## src/design/epcrw_pkg.sv

```systemverilog
`timescale 1ns / 1ps

package epcrw_pkg;

    localparam int COUNT_W = 16;
    localparam int TIME_W  = 32;
    localparam int PPR_W   = 16;
    localparam int MODE_W  = 2;
    localparam int CFG_IDX_W  = 1;
    localparam int CFG_DATA_W = 16;

    // Scale from pulses per microsecond window to rpm: 60 s/min * 1e6 us/s
    localparam int SCALE_W = 27;
    localparam logic signed [SCALE_W-1:0] RPM_SCALE = 27'sd60000000;

    // Divisor is pulses_per_rev times a positive 31-bit span
    localparam int DEN_W = PPR_W + TIME_W - 1;
    // Quotient bits developed by the divider; larger values saturate anyway
    localparam int Q_W = 17;
    localparam int DIV_STEPS = Q_W;
    localparam int CMP_W = DEN_W + Q_W;

    localparam logic [MODE_W-1:0] MODE_PULSE  = 2'd0;
    localparam logic [MODE_W-1:0] MODE_SAMPLE = 2'd1;
    localparam logic [MODE_W-1:0] MODE_CLEAR  = 2'd2;

    localparam logic [CFG_IDX_W-1:0] REG_PULSES_PER_REV   = 1'd0;
    localparam logic [CFG_IDX_W-1:0] REG_DIRECTION_INVERT = 1'd1;

    localparam logic signed [COUNT_W-1:0] RPM_MAX = 16'sh7FFF;
    localparam logic signed [COUNT_W-1:0] RPM_MIN = 16'sh8000;

    localparam int PC_W = 3;

    typedef enum logic [2:0] {
        OP_IDLE,
        OP_OLD,
        OP_SPAN,
        OP_SUM,
        OP_MUL,
        OP_PREP,
        OP_DIV,
        OP_FIN
    } uop_t;

    typedef enum logic [1:0] {
        JMP_NEXT,
        JMP_START,
        JMP_LOOP,
        JMP_WAIT
    } jmp_t;

    typedef enum logic [1:0] {
        LD_NONE,
        LD_SUM,
        LD_DIV
    } ld_t;

    typedef struct packed {
        uop_t             op;
        ld_t              load;
        jmp_t             jmp;
        logic [PC_W-1:0]  target;
    } uword_t;

    // Handshake between sequencer and datapath
    typedef struct packed {
        logic start;     // sample transfer accepted
        logic out_free;  // output register can take a result
    } seq_stat_t;

endpackage

```

## src/design/epcrw_seq.sv

```systemverilog
`timescale 1ns / 1ps

module epcrw_seq
    import epcrw_pkg::*;
#(
    parameter int HISTORY_DEPTH = 8
)
(
    input  logic      clk,
    input  logic      rst_n,
    input  seq_stat_t stat,
    output uop_t      op
);

    localparam int CNT_W = $clog2(HISTORY_DEPTH + DIV_STEPS);

    logic [PC_W-1:0]  pc_reg;
    logic [PC_W-1:0]  pc_next;
    logic [CNT_W-1:0] cnt_reg;
    logic [CNT_W-1:0] cnt_next;
    uword_t           uw;

    // Microprogram for one sample
    function automatic uword_t rom(input logic [PC_W-1:0] addr);
        uword_t w;
        case (addr)
            3'd0:    w = '{op: OP_IDLE, load: LD_NONE, jmp: JMP_START, target: 3'd1};
            3'd1:    w = '{op: OP_OLD,  load: LD_NONE, jmp: JMP_NEXT,  target: 3'd0};
            3'd2:    w = '{op: OP_SPAN, load: LD_SUM,  jmp: JMP_NEXT,  target: 3'd0};
            3'd3:    w = '{op: OP_SUM,  load: LD_NONE, jmp: JMP_LOOP,  target: 3'd0};
            3'd4:    w = '{op: OP_MUL,  load: LD_NONE, jmp: JMP_NEXT,  target: 3'd0};
            3'd5:    w = '{op: OP_PREP, load: LD_DIV,  jmp: JMP_NEXT,  target: 3'd0};
            3'd6:    w = '{op: OP_DIV,  load: LD_NONE, jmp: JMP_LOOP,  target: 3'd0};
            3'd7:    w = '{op: OP_FIN,  load: LD_NONE, jmp: JMP_WAIT,  target: 3'd0};
            default: w = '{op: OP_IDLE, load: LD_NONE, jmp: JMP_START, target: 3'd1};
        endcase
        return w;
    endfunction

    assign uw = rom(pc_reg);
    assign op = uw.op;

    always_comb
    begin
        pc_next  = pc_reg;
        cnt_next = cnt_reg;
        case (uw.jmp)
            JMP_NEXT:
            begin
                pc_next = pc_reg + 1'b1;
            end
            JMP_START:
            begin
                if (stat.start)
                begin
                    pc_next = uw.target;
                end
            end
            JMP_LOOP:
            begin
                if (cnt_reg != '0)
                begin
                    cnt_next = cnt_reg - 1'b1;
                end
                else
                begin
                    pc_next = pc_reg + 1'b1;
                end
            end
            JMP_WAIT:
            begin
                if (stat.out_free)
                begin
                    pc_next = uw.target;
                end
            end
            default:
            begin
                pc_next = '0;
            end
        endcase
        case (uw.load)
            LD_SUM:  cnt_next = CNT_W'(HISTORY_DEPTH - 2);
            LD_DIV:  cnt_next = CNT_W'(DIV_STEPS - 1);
            default: ;
        endcase
    end

    always_ff @(posedge clk or negedge rst_n)
    begin
        if (!rst_n)
        begin
            pc_reg  <= '0;
            cnt_reg <= '0;
        end
        else
        begin
            pc_reg  <= pc_next;
            cnt_reg <= cnt_next;
        end
    end

endmodule

```

## src/design/epcrw_hist.sv

```systemverilog
`timescale 1ns / 1ps

module epcrw_hist
    import epcrw_pkg::*;
#(
    parameter int HISTORY_DEPTH = 8
)
(
    input  logic                             clk,
    input  logic                             rst_n,
    input  logic                             we,
    input  logic [$clog2(HISTORY_DEPTH)-1:0] waddr,
    input  logic [COUNT_W-1:0]               wcount,
    input  logic [TIME_W-1:0]                wtime,
    input  logic [$clog2(HISTORY_DEPTH)-1:0] raddr,
    output logic [COUNT_W-1:0]               rcount,
    output logic [TIME_W-1:0]                rtime
);

    logic [COUNT_W-1:0]       count_mem [HISTORY_DEPTH];
    logic [TIME_W-1:0]        time_mem  [HISTORY_DEPTH];
    logic [HISTORY_DEPTH-1:0] valid_reg;
    logic                     rvalid_reg;
    logic [COUNT_W-1:0]       rcount_reg;
    logic [TIME_W-1:0]        rtime_reg;

    always_ff @(posedge clk)
    begin
        if (we)
        begin
            count_mem[waddr] <= wcount;
            time_mem[waddr]  <= wtime;
        end
        rcount_reg <= count_mem[raddr];
        rtime_reg  <= time_mem[raddr];
    end

    // Entries never written read as zero
    always_ff @(posedge clk or negedge rst_n)
    begin
        if (!rst_n)
        begin
            valid_reg  <= '0;
            rvalid_reg <= 1'b0;
        end
        else
        begin
            if (we)
            begin
                valid_reg[waddr] <= 1'b1;
            end
            rvalid_reg <= valid_reg[raddr];
        end
    end

    assign rcount = rvalid_reg ? rcount_reg : '0;
    assign rtime  = rvalid_reg ? rtime_reg  : '0;

endmodule

```

## src/design/epcrw_dp.sv

```systemverilog
`timescale 1ns / 1ps

module epcrw_dp
    import epcrw_pkg::*;
#(
    parameter int HISTORY_DEPTH = 8
)
(
    input  logic                        clk,
    input  logic                        rst_n,
    input  uop_t                        op,
    input  logic                        in_xfer,
    input  logic [MODE_W-1:0]           mode,
    input  logic                        dir_level,
    input  logic [TIME_W-1:0]           timestamp_us,
    input  logic [PPR_W-1:0]            pulses_per_rev,
    input  logic                        direction_invert,
    input  logic                        out_ready,
    output logic                        out_valid,
    output logic signed [COUNT_W-1:0]   interval_count,
    output logic signed [COUNT_W-1:0]   speed_rpm,
    output seq_stat_t                   stat
);

    localparam int AW    = $clog2(HISTORY_DEPTH);
    localparam int SUM_W = COUNT_W + AW;
    localparam int PROD_W = SUM_W + SCALE_W;
    localparam int NUM_W = SUM_W + SCALE_W - 1;

    logic [COUNT_W-1:0]       pulse_count_reg;
    logic [AW-1:0]            wslot_reg;
    logic [AW-1:0]            wslot_inc;
    logic [AW-1:0]            rptr_reg;
    logic [AW-1:0]            rptr_inc;
    logic [COUNT_W-1:0]       taken_reg;
    logic [TIME_W-1:0]        ts_reg;
    logic [TIME_W-1:0]        span_reg;
    logic signed [SUM_W-1:0]  sum_reg;
    logic signed [PROD_W-1:0] prod_reg;
    logic [DEN_W-1:0]         den_reg;
    logic                     zero_reg;
    logic                     neg_reg;
    logic                     sat_reg;
    logic [CMP_W-1:0]         rem_reg;
    logic [CMP_W-1:0]         dsh_reg;
    logic [Q_W-1:0]           q_reg;
    logic                     out_valid_reg;
    logic [COUNT_W-1:0]       icount_reg;
    logic [COUNT_W-1:0]       rpm_reg;

    logic                     sample_xfer;
    logic [COUNT_W-1:0]       rcount;
    logic [TIME_W-1:0]        rtime;
    logic [PROD_W-1:0]        prod_abs;
    logic [CMP_W-1:0]         mag;
    logic [Q_W-1:0]           q_neg;
    logic [COUNT_W-1:0]       rpm_next;

    assign sample_xfer = in_xfer && (mode == MODE_SAMPLE);
    assign wslot_inc = (wslot_reg == AW'(HISTORY_DEPTH - 1)) ? '0 : wslot_reg + 1'b1;
    assign rptr_inc  = (rptr_reg  == AW'(HISTORY_DEPTH - 1)) ? '0 : rptr_reg  + 1'b1;

    epcrw_hist #(
        .HISTORY_DEPTH (HISTORY_DEPTH)
    ) u_hist (
        .clk    (clk),
        .rst_n  (rst_n),
        .we     (sample_xfer),
        .waddr  (wslot_reg),
        .wcount (pulse_count_reg),
        .wtime  (timestamp_us),
        .raddr  (rptr_reg),
        .rcount (rcount),
        .rtime  (rtime)
    );

    assign prod_abs = prod_reg[PROD_W-1] ? PROD_W'(-prod_reg) : PROD_W'(prod_reg);
    assign mag      = CMP_W'(prod_abs[NUM_W-1:0]);
    assign q_neg    = Q_W'(~q_reg + 1'b1);

    always_comb
    begin
        if (zero_reg)
        begin
            rpm_next = '0;
        end
        else if (neg_reg)
        begin
            rpm_next = (sat_reg || (q_reg > Q_W'(32768))) ? RPM_MIN : q_neg[COUNT_W-1:0];
        end
        else
        begin
            rpm_next = (sat_reg || (q_reg > Q_W'(32767))) ? RPM_MAX : q_reg[COUNT_W-1:0];
        end
    end

    assign stat.start    = sample_xfer;
    assign stat.out_free = !out_valid_reg || out_ready;

    always_ff @(posedge clk or negedge rst_n)
    begin
        if (!rst_n)
        begin
            pulse_count_reg <= '0;
            wslot_reg       <= '0;
            out_valid_reg   <= 1'b0;
        end
        else
        begin
            if (in_xfer)
            begin
                case (mode)
                    MODE_PULSE:
                    begin
                        if (dir_level != direction_invert)
                        begin
                            pulse_count_reg <= pulse_count_reg + 1'b1;
                        end
                        else
                        begin
                            pulse_count_reg <= pulse_count_reg - 1'b1;
                        end
                    end
                    MODE_SAMPLE:
                    begin
                        pulse_count_reg <= '0;
                        wslot_reg       <= wslot_inc;
                    end
                    MODE_CLEAR:
                    begin
                        pulse_count_reg <= '0;
                    end
                    default: ;
                endcase
            end
            if (op == OP_FIN && stat.out_free)
            begin
                out_valid_reg <= 1'b1;
            end
            else if (out_ready)
            begin
                out_valid_reg <= 1'b0;
            end
        end
    end

    // Datapath registers steered by the current microinstruction
    always_ff @(posedge clk)
    begin
        if (sample_xfer)
        begin
            taken_reg <= pulse_count_reg;
            ts_reg    <= timestamp_us;
            rptr_reg  <= wslot_inc;
        end
        case (op)
            OP_OLD:
            begin
                rptr_reg <= rptr_inc;
            end
            OP_SPAN:
            begin
                span_reg <= ts_reg - rtime;
                sum_reg  <= '0;
                rptr_reg <= rptr_inc;
            end
            OP_SUM:
            begin
                sum_reg  <= sum_reg + SUM_W'(signed'(rcount));
                rptr_reg <= rptr_inc;
            end
            OP_MUL:
            begin
                prod_reg <= PROD_W'(sum_reg) * PROD_W'(RPM_SCALE);
                den_reg  <= DEN_W'(pulses_per_rev) * DEN_W'(span_reg[TIME_W-2:0]);
                zero_reg <= span_reg[TIME_W-1] || (span_reg == '0) || (pulses_per_rev == '0);
            end
            OP_PREP:
            begin
                neg_reg <= prod_reg[PROD_W-1];
                rem_reg <= mag;
                sat_reg <= mag >= {den_reg, {Q_W{1'b0}}};
                dsh_reg <= {1'b0, den_reg, {(Q_W-1){1'b0}}};
                q_reg   <= '0;
            end
            OP_DIV:
            begin
                if (rem_reg >= dsh_reg)
                begin
                    rem_reg <= rem_reg - dsh_reg;
                    q_reg   <= {q_reg[Q_W-2:0], 1'b1};
                end
                else
                begin
                    q_reg   <= {q_reg[Q_W-2:0], 1'b0};
                end
                dsh_reg <= dsh_reg >> 1;
            end
            OP_FIN:
            begin
                if (stat.out_free)
                begin
                    icount_reg <= taken_reg;
                    rpm_reg    <= rpm_next;
                end
            end
            default: ;
        endcase
    end

    assign out_valid      = out_valid_reg;
    assign interval_count = signed'(icount_reg);
    assign speed_rpm      = signed'(rpm_reg);

endmodule

```

## src/design/encoder_pulse_count_rpm_window.sv

```systemverilog
`timescale 1ns / 1ps

// Pulse/direction encoder speed meter. A pulse transfer (mode 0) moves a
// wrapping signed 16-bit count up when dir_level differs from
// direction_invert and down otherwise; a clear transfer (mode 2) zeroes it;
// both give no result, and the next transfer may follow at once. A sample
// transfer (mode 1) stores the count and timestamp_us in a ring of
// HISTORY_DEPTH slots, zeroes the count and yields one result:
// interval_count is the count taken, speed_rpm is the sum of the ring
// without its oldest slot times 60e6 over pulses_per_rev times the
// oldest-to-newest microsecond span, truncated toward zero and saturated to
// int16, or zero when the span is not positive or pulses_per_rev is zero.
// A sample keeps in_ready low until its result is registered, which waits
// while out_ready holds off a previous result: the window sum walks the
// history memory through its single read port one slot per cycle, and the
// divider develops one quotient bit per cycle over 17 steps, all under a
// small microprogram. The result sits in an output register, so new pulses
// are taken while it waits. The ring reads as zero until written. Write
// pulses_per_rev and direction_invert only while no sample is in flight.
module encoder_pulse_count_rpm_window
    import epcrw_pkg::*;
#(
    parameter int HISTORY_DEPTH = 8
)
(
    input  logic                       clk,
    input  logic                       rst_n,
    input  logic                       wr_en,
    input  logic [CFG_IDX_W-1:0]       wr_index,
    input  logic [CFG_DATA_W-1:0]      wr_data,
    input  logic                       in_valid,
    output logic                       in_ready,
    input  logic [MODE_W-1:0]          mode,
    input  logic                       dir_level,
    input  logic [TIME_W-1:0]          timestamp_us,
    output logic                       out_valid,
    input  logic                       out_ready,
    output logic signed [COUNT_W-1:0]  interval_count,
    output logic signed [COUNT_W-1:0]  speed_rpm
);

    logic [PPR_W-1:0] pulses_per_rev_reg;
    logic             direction_invert_reg;
    uop_t             op;
    seq_stat_t        stat;
    logic             in_xfer;

    // Configuration registers
    always_ff @(posedge clk or negedge rst_n)
    begin
        if (!rst_n)
        begin
            pulses_per_rev_reg   <= PPR_W'(20);
            direction_invert_reg <= 1'b0;
        end
        else if (wr_en)
        begin
            case (wr_index)
                REG_PULSES_PER_REV:   pulses_per_rev_reg   <= wr_data[PPR_W-1:0];
                REG_DIRECTION_INVERT: direction_invert_reg <= wr_data[0];
                default: ;
            endcase
        end
    end

    // Take input only while the microprogram sits at its idle step
    assign in_ready = (op == OP_IDLE);
    assign in_xfer  = in_valid && in_ready;

    epcrw_seq #(
        .HISTORY_DEPTH (HISTORY_DEPTH)
    ) u_seq (
        .clk   (clk),
        .rst_n (rst_n),
        .stat  (stat),
        .op    (op)
    );

    epcrw_dp #(
        .HISTORY_DEPTH (HISTORY_DEPTH)
    ) u_dp (
        .clk              (clk),
        .rst_n            (rst_n),
        .op               (op),
        .in_xfer          (in_xfer),
        .mode             (mode),
        .dir_level        (dir_level),
        .timestamp_us     (timestamp_us),
        .pulses_per_rev   (pulses_per_rev_reg),
        .direction_invert (direction_invert_reg),
        .out_ready        (out_ready),
        .out_valid        (out_valid),
        .interval_count   (interval_count),
        .speed_rpm        (speed_rpm),
        .stat             (stat)
    );

endmodule

```

## config.mk

```make
export PLATFORM = sky130hd
export DESIGN_NAME = encoder_pulse_count_rpm_window
export DESIGN_NICKNAME = d
export VERILOG_FILES = /design/src/design/epcrw_pkg.sv /design/src/design/epcrw_seq.sv /design/src/design/epcrw_hist.sv /design/src/design/epcrw_dp.sv /design/src/design/encoder_pulse_count_rpm_window.sv
export SDC_FILE = /design/constraint.sdc
export NUM_CORES = 2
export LEC_CHECK = 0
export BUFFER_PORTS_ARGS = -buffer_cell sky130_fd_sc_hd__buf_2
export CORE_ASPECT_RATIO = 1.5
export CORE_MARGIN = 5
export CORE_UTILIZATION = 40
export DETAILED_ROUTE_END_ITERATION = 10
export GPL_TIMING_DRIVEN = 0
export SLEW_MARGIN = 25
export SYNTH_ARGS = -nofsm -noshare
export SYNTH_HDL_FRONTEND = slang
export SYNTH_SLANG_ARGS = --single-unit
```

## constraint.sdc

```tcl
create_clock -name clk -period 7.1 [get_ports clk]
set_clock_uncertainty 0.2 [all_clocks]
set_input_delay 0.71 -clock clk [delete_from_list [all_inputs] [get_ports clk]]
set_output_delay 0.71 -clock clk [all_outputs]
set_load 0.05 [all_outputs]
```

# ---- After elaboration in Yosys (flattened, before gate mapping)
# Memories as Yosys holds them, arrays and structs flattened. A register that Yosys moved wholly into a read port is not among the register bits.
# Index checks and enable logic that the tools add are counted.
dict set report word_totals {
  register_bits 421
  mem_bits_rw 384
  romBits 64
  inputBits 57
  elab_cells 137
  mem_count 3
}
dict set report classes {
  addsub 11
  multipliers 2
  magnitude_cmp 7
  n_eq_ne 21
  n_mux 33
  bitwise_logic 3
  n_reduce_logical 33
}
# name depth word_bits read_ports rd_clocked_by_memory_dff write_ports line_no
set memory_table {}
lappend memory_table {u_dp.u_hist.time_mem 8 32 1 1 1 epcrw_hist.sv:21} ;# logic [TIME_W-1:0] time_mem [HISTORY_DEPTH];
lappend memory_table {u_dp.u_hist.count_mem 8 16 1 1 1 epcrw_hist.sv:20} ;# logic [COUNT_W-1:0] count_mem [HISTORY_DEPTH];
lappend memory_table {{(no name shown)} 8 8 1 0 0 epcrw_seq.sv:26} ;# case (addr)
# operator count
set ops {}
lappend ops {{$pmux 64 s2} 2}
lappend ops {{$mux 16} 5}
lappend ops {{$ge 45x64->1} 1}
lappend ops {{$ge 64x64->1} 1}
lappend ops {{$mux 64} 1}
lappend ops {{$sub 64x64->64} 1}
lappend ops {{$mul 16x31->47} 1}
lappend ops {{$mux 45} 1}
lappend ops {{$neg 45->45} 1}
lappend ops {{$mul 19x19->38 const B} 1}
lappend ops {{$pmux 19 s2} 1}
lappend ops {{$pmux 17 s2} 1}
lappend ops {{$add 16x1->16 const B} 2}
lappend ops {{$logic_not 32->1} 1}
lappend ops {{$mux 32} 1}
lappend ops {{$pmux 16 s2} 1}
lappend ops {{$sub 32x32->32} 1}
lappend ops {{$mux 3} 7}
lappend ops {{$add 19x16->19} 1}
lappend ops {{$eq 3x3->1 const B} 6}
lappend ops {{$gt 17x15->1 const B} 1}
lappend ops {{$gt 17x16->1 const B} 1}
lappend ops {{$logic_not 16->1} 1}
lappend ops {{$not 16->16} 1}
lappend ops {{other kinds (32)} 69}

# ---- Longest topological paths before layout
# An unclocked memory read counts as a cell.
dict set report depth {
  depth_word 6
  depth_mapped 25
}

# ---- By module
# From an unflattened synthesis, not the netlist that was laid out.
dict set report hier_totals {
  hier_cells 5480
  area_unflattened_um2 62284.7
}
# mod instances cells_per_inst area_per_inst_um2 seq_area_each_um2
set modules_own_cells {}
lappend modules_own_cells {epcrw_dp 1 4677 44739.2 11491.0}
lappend modules_own_cells {epcrw_hist 1 692 16113.0 12717.2}
lappend modules_own_cells {encoder_pulse_count_rpm_window 1 40 716.9 427.9}
lappend modules_own_cells {epcrw_seq 1 71 715.7 200.2}

# ---- Least setup slack after synthesis
# Ideal clock, no wire load.
dict set report synth_path {
  path_kind {register to register}
  from {register u_seq.pc_reg[0]}
  to {memory u_dp.u_hist.count_mem[0][0] (enable)}
  setup_ps 514
  arrival_ps 6287
  slack_ps 99
  path_stages_with_launch 9
  path_buffers 1
  synth_period_minus_slack_ps 7001
  cell_sequence {dfrtp_1 -> inv_1 -> ha_1 -> nor2b_1 -> clkbuf_1 -> nand3_1 -> inv_1 -> nand2b_1 -> nor3_1}
}
dict set report synth_between {
  elab_chain_len 6
}
# item line_no
set synth_lines {}
lappend synth_lines {{from (decl)} epcrw_seq.sv:17} ;# logic [PC_W-1:0] pc_reg;
lappend synth_lines {{from (signal assigned)} epcrw_seq.sv:98} ;# pc_reg <= pc_next;
lappend synth_lines {{$mem_v2 8x8} -}
lappend synth_lines {{$logic_not 3->1} encoder_pulse_count_rpm_window.sv:67} ;# assign in_ready = (op == OP_IDLE);
lappend synth_lines {{net in_ready} encoder_pulse_count_rpm_window.sv:32} ;# output logic in_ready,
lappend synth_lines {{$logic_and 1x1->1} encoder_pulse_count_rpm_window.sv:68} ;# assign in_xfer = in_valid && in_ready;
lappend synth_lines {{$logic_and 1x1->1} epcrw_dp.sv:59} ;# assign sample_xfer = in_xfer && (mode == MODE_SAMPLE);
lappend synth_lines {{net u_dp.sample_xfer} epcrw_dp.sv:51} ;# logic sample_xfer;
lappend synth_lines {{$mux 1} epcrw_hist.sv:29} ;# if (we)
lappend synth_lines {{$mux 1 (implied by the code)} epcrw_hist.sv:31} ;# count_mem[waddr] <= wcount;
lappend synth_lines {{to (decl)} epcrw_hist.sv:20}
# The timed path passes the listed nets, and every way through them passes these cells.

# ---- Worst setup path after layout
dict set report layout_path {
  from {register pulses_per_rev_reg[13]}
  to {register u_dp.den_reg[46], data pin}
}
dict set report layout_between {
  elab_chain_len 1
}
# item line_no
set layout_lines {}
lappend layout_lines {{from (decl)} encoder_pulse_count_rpm_window.sv:42} ;# logic [PPR_W-1:0] pulses_per_rev_reg;
lappend layout_lines {{from (signal assigned)} encoder_pulse_count_rpm_window.sv:59} ;# REG_PULSES_PER_REV: pulses_per_rev_reg <= wr_data[PPR_W-1:0];
lappend layout_lines {{$mul 16x31->47} epcrw_dp.sv:175} ;# den_reg <= DEN_W'(pulses_per_rev) * DEN_W'(span_reg[TIME_W-2:0]);
lappend layout_lines {{to (signal assigned)} epcrw_dp.sv:175}
lappend layout_lines {{to (decl)} epcrw_dp.sv:40} ;# logic [DEN_W-1:0] den_reg;
# No other way between the ends.
# A chain may end at the register's enable or synchronous reset.

==> summary.md <==
| Metric | Value |
|---|---|
| Post-synthesis register bit count | 852 |
| CP dominant cell by count | fa_1 |
| Post-synthesis average cell area | 11.31 um2 |
| Clock-pin slew on the worst setup and hold paths | 0.06 ns |
| Fin area | 70440 um2 |
| Num CTS Buffers | 86 |
| Busiest layer in global routing | met2 |
| Antenna violations before repair | 13 |
| Largest net degree at the start of global routing | 50 |
| Top FF cell, synth | edfxtp_1 |
| Max-cap violations | 0 |
| HP Class | in -> reg |
| Top cell type's share of synthesized area | 36.23% |
| Final min period | 6.990 ns |
| Area taken by flip-flops and latches | 24850 um2 |
| Number of distinct library cells after synthesis | 78 |
| Total global routing overflow | 0 |
| Final ANT Viol Nets | 0 |
| 1st-iter DRT viols | 2336 |
| Routability Congestion | 0.9402 |
| Clk root buf | clkbuf_16 |
| Top post-synthesis cells by area | edfxtp_1, fa_1, ha_1, inv_1, mux4_2 |
| Layout cells sized above 1 | 12.02% |
| Worst setup SP type | flip-flop |
| Crit end category | flip-flop |
| Final net count | 6819 |
| Final setup viols | 0 |
| Slew @ Worst Pin | 1.053 ns |
| Total core area | 154800 um2 |
| Area added between synthesis and finish | 13.32% |
| Clk Latency, worst-skew pair | 0.69 ns |
| Area leader, netlist | edfxtp_1 |
| Crit path cell chain | clkbuf_4 > nand2_1 > fa_1 > fa_1 > inv_1 > fa_1 > fa_1 > fa_1 > inv_1 > fa_1 > inv_2 > ha_4 > nand4_1 > or4_4 > o21ai_2 > a21o_1 > a21oi_2 > a21oi_2 > buf_4 > a31oi_2 > o21ai_1 > a21oi_2 > xnor2_1 |
| Worst Path Max Fanout | 11 |
| Vias | 41330 |
| Final setup margin | 0.1101 ns |
| Met3 Use GR | 2.830% |
| Multi-input gate area | 33750 um2 |
| Met2 Track Usage GR | 37.26% |
| Via density | 5.220 |
| Detailed-route DRC error count | 0 |
| Most frequent cells after synthesis | inv_1, edfxtp_1, nand2_1 |
| EDFF count, synth | 750 |
| CP max stage delay | 0.54 ns |
| Die area | 163500 um2 |
| I/O Buffers | 90 |
| Drt first pass iters | 5 |
| Final hold violations | 0 |
| Final Slew Violations | 0 |
| Clock Sinks | 852 |
| Worst rel slew slack | 29.81% |
| Die width | 331.9 um |
| Post-synthesis cell area | 62160 um2 |
| Initial Util | 40.16% |
| Htree depth | 3 |
| Delay-heaviest family, CP | adder cells |
| Max FFs per register | 256 |
| F_max | 0.1431 GHz |
| RSZ-0062 raised after global routing | yes |
| Crit path DAT | 7.19 ns |
| Ys async rst share | 6.338% |
| Vias in the first global route | 43890 |
| Cell Area, Placed | 66020 um2 |
| Standard-cell rows | 177 |
| Met1 usage | 22.43% |
| Drt total wl | 164200 um |
| Post-DP HPWL | 127600 um |
| Die H | 492.8 um |
| First-pass GRT wire length | 253400 um |
| Layout Utilization | 45.50% |
| Filler cells | 14130 |
| Count leader, synth | inv_1 |
| Crit-path slowest cell | fa_1 |
| Syn Nets | 6532 |
| Final Cycle Share | 98.45% |
| CP Data Required Time | 7.30 ns |
| Gate count of the mapped netlist | 5496 |
| Num ports | 91 |
| Status | complete, no violations |
| Max clock buf depth | 3 |
| Wirelength per Cell | 20.74 um |
| Synth warnings | 0 |
| Seq/Total Area, Yosys | 39.95% |
| TritonCTS clock tree | built |
| Buf+Inv Stages, Crit Path | 5 |
| Pre-CTS setup slack | -1.301 ns |
| WS Path Type | reg -> reg |
| GRT Total Usage | 19.96% |
[final cells by class]
type                    instances  share of cell area (%)
plain buffers                 208                   1.629
well taps                    2058                   3.655
clock inverters                48                   1.018
diodes                          5                 0.01776
flip-flops and latches        852                   35.28
repair buffers                201                   2.515
clock buffers                 113                   3.490
multi-input cells            3594                   47.92
inverters                     840                   4.480
[final timing paths]
| check | slack, ns | to | startpoint | cells after the start |
|---|---|---|---|---|
| max reg2reg | 0.11 | u_dp.den_reg[46] | pulses_per_rev_reg[13] | 23 |
| max in group asynchronous | 5.84 | pulses_per_rev_reg[2] | rst_n | 3 |
| min | 0.06 | pulses_per_rev_reg[3] | wr_data[3] | 2 |
| max | 0.11 | u_dp.den_reg[46] | pulses_per_rev_reg[13] | 23 |
| min reg2reg | 0.22 | u_dp.interval_count[9] | u_dp.taken_reg[9] | 0 |
| min in group asynchronous | 0.24 | u_dp.pulse_count_reg[5] | rst_n | 2 |
[what timing repair did]
item	in CTS	in global routing
buffers inserted	39	32
hold buffers	1	0
endpoints found under the hold margin	38	0
resized for setup	150	124
setup endpoints to repair	28	16
pin swaps	23	49
gates cloned	1	0
[per-stage QoR]
stage | instances | setup TNS, ns | hold WS (ns)
5_1_grt | 7915 | -0.07135 | 0.03933
4_1_cts | 7885 | -0.02157 | 0.01278
6_report | 7919 | 0 | 0.06395
3_3_place_gp | 7644 | -1233.62 | 0.2073
3_5_place_dp | 7684 | -17.23 | 0.2059
2_1_floorplan | 5496 | 0 | 0.2003
[logic make-up after synthesis]
logic type,synth area share (%)
and+or+nand+nor,10.65
buffers and inverters,6.344
adders and majority gates,26.21
DFF,39.95
AOI/OAI and AO/OA,8.504
xor gates and xnor gates,3.396
muxes,4.944
[worst register-to-register path: cells and delay by family (launching register included)]
kind	cells	cell delay [ns]
compound gates	7	1.08
flops	1	0.51
buf+inv	5	0.69
xor+xnor	1	0.14
simple gates	3	0.77
fa+ha+maj	7	3.31
[placed cells by master, fill, tap and decap left out, types with 86 or more instances in the layout]
cell,instances
a21o_1,105
xnor2_1,165
clkbuf_1,124
and2_1,247
buf_2,99
mux4_2,98
inv_1,833
buf_4,86
fa_1,526
edfxtp_1,750
a21oi_1,244
ha_1,430
o21ai_0,195
clkbuf_16,93
nor2_1,189
nand2_1,546
[routing by layer]
| layer | routed length (um) | part of all wire (%) | up-vias |
|---|---|---|---|
| met5 | 151 | 0.092 | - |
| met4 | 9313 | 5.7 | 20 |
| met3 | 7390 | 4.5 | 368 |
| met2 | 85790 | 52 | 1017 |
| met1 | 61600 | 38 | 20680 |
| li1 | - | - | 19250 |
Power is not shown: default switching activity piles up to over one toggle a cycle in this logic, so the estimate is an artifact.
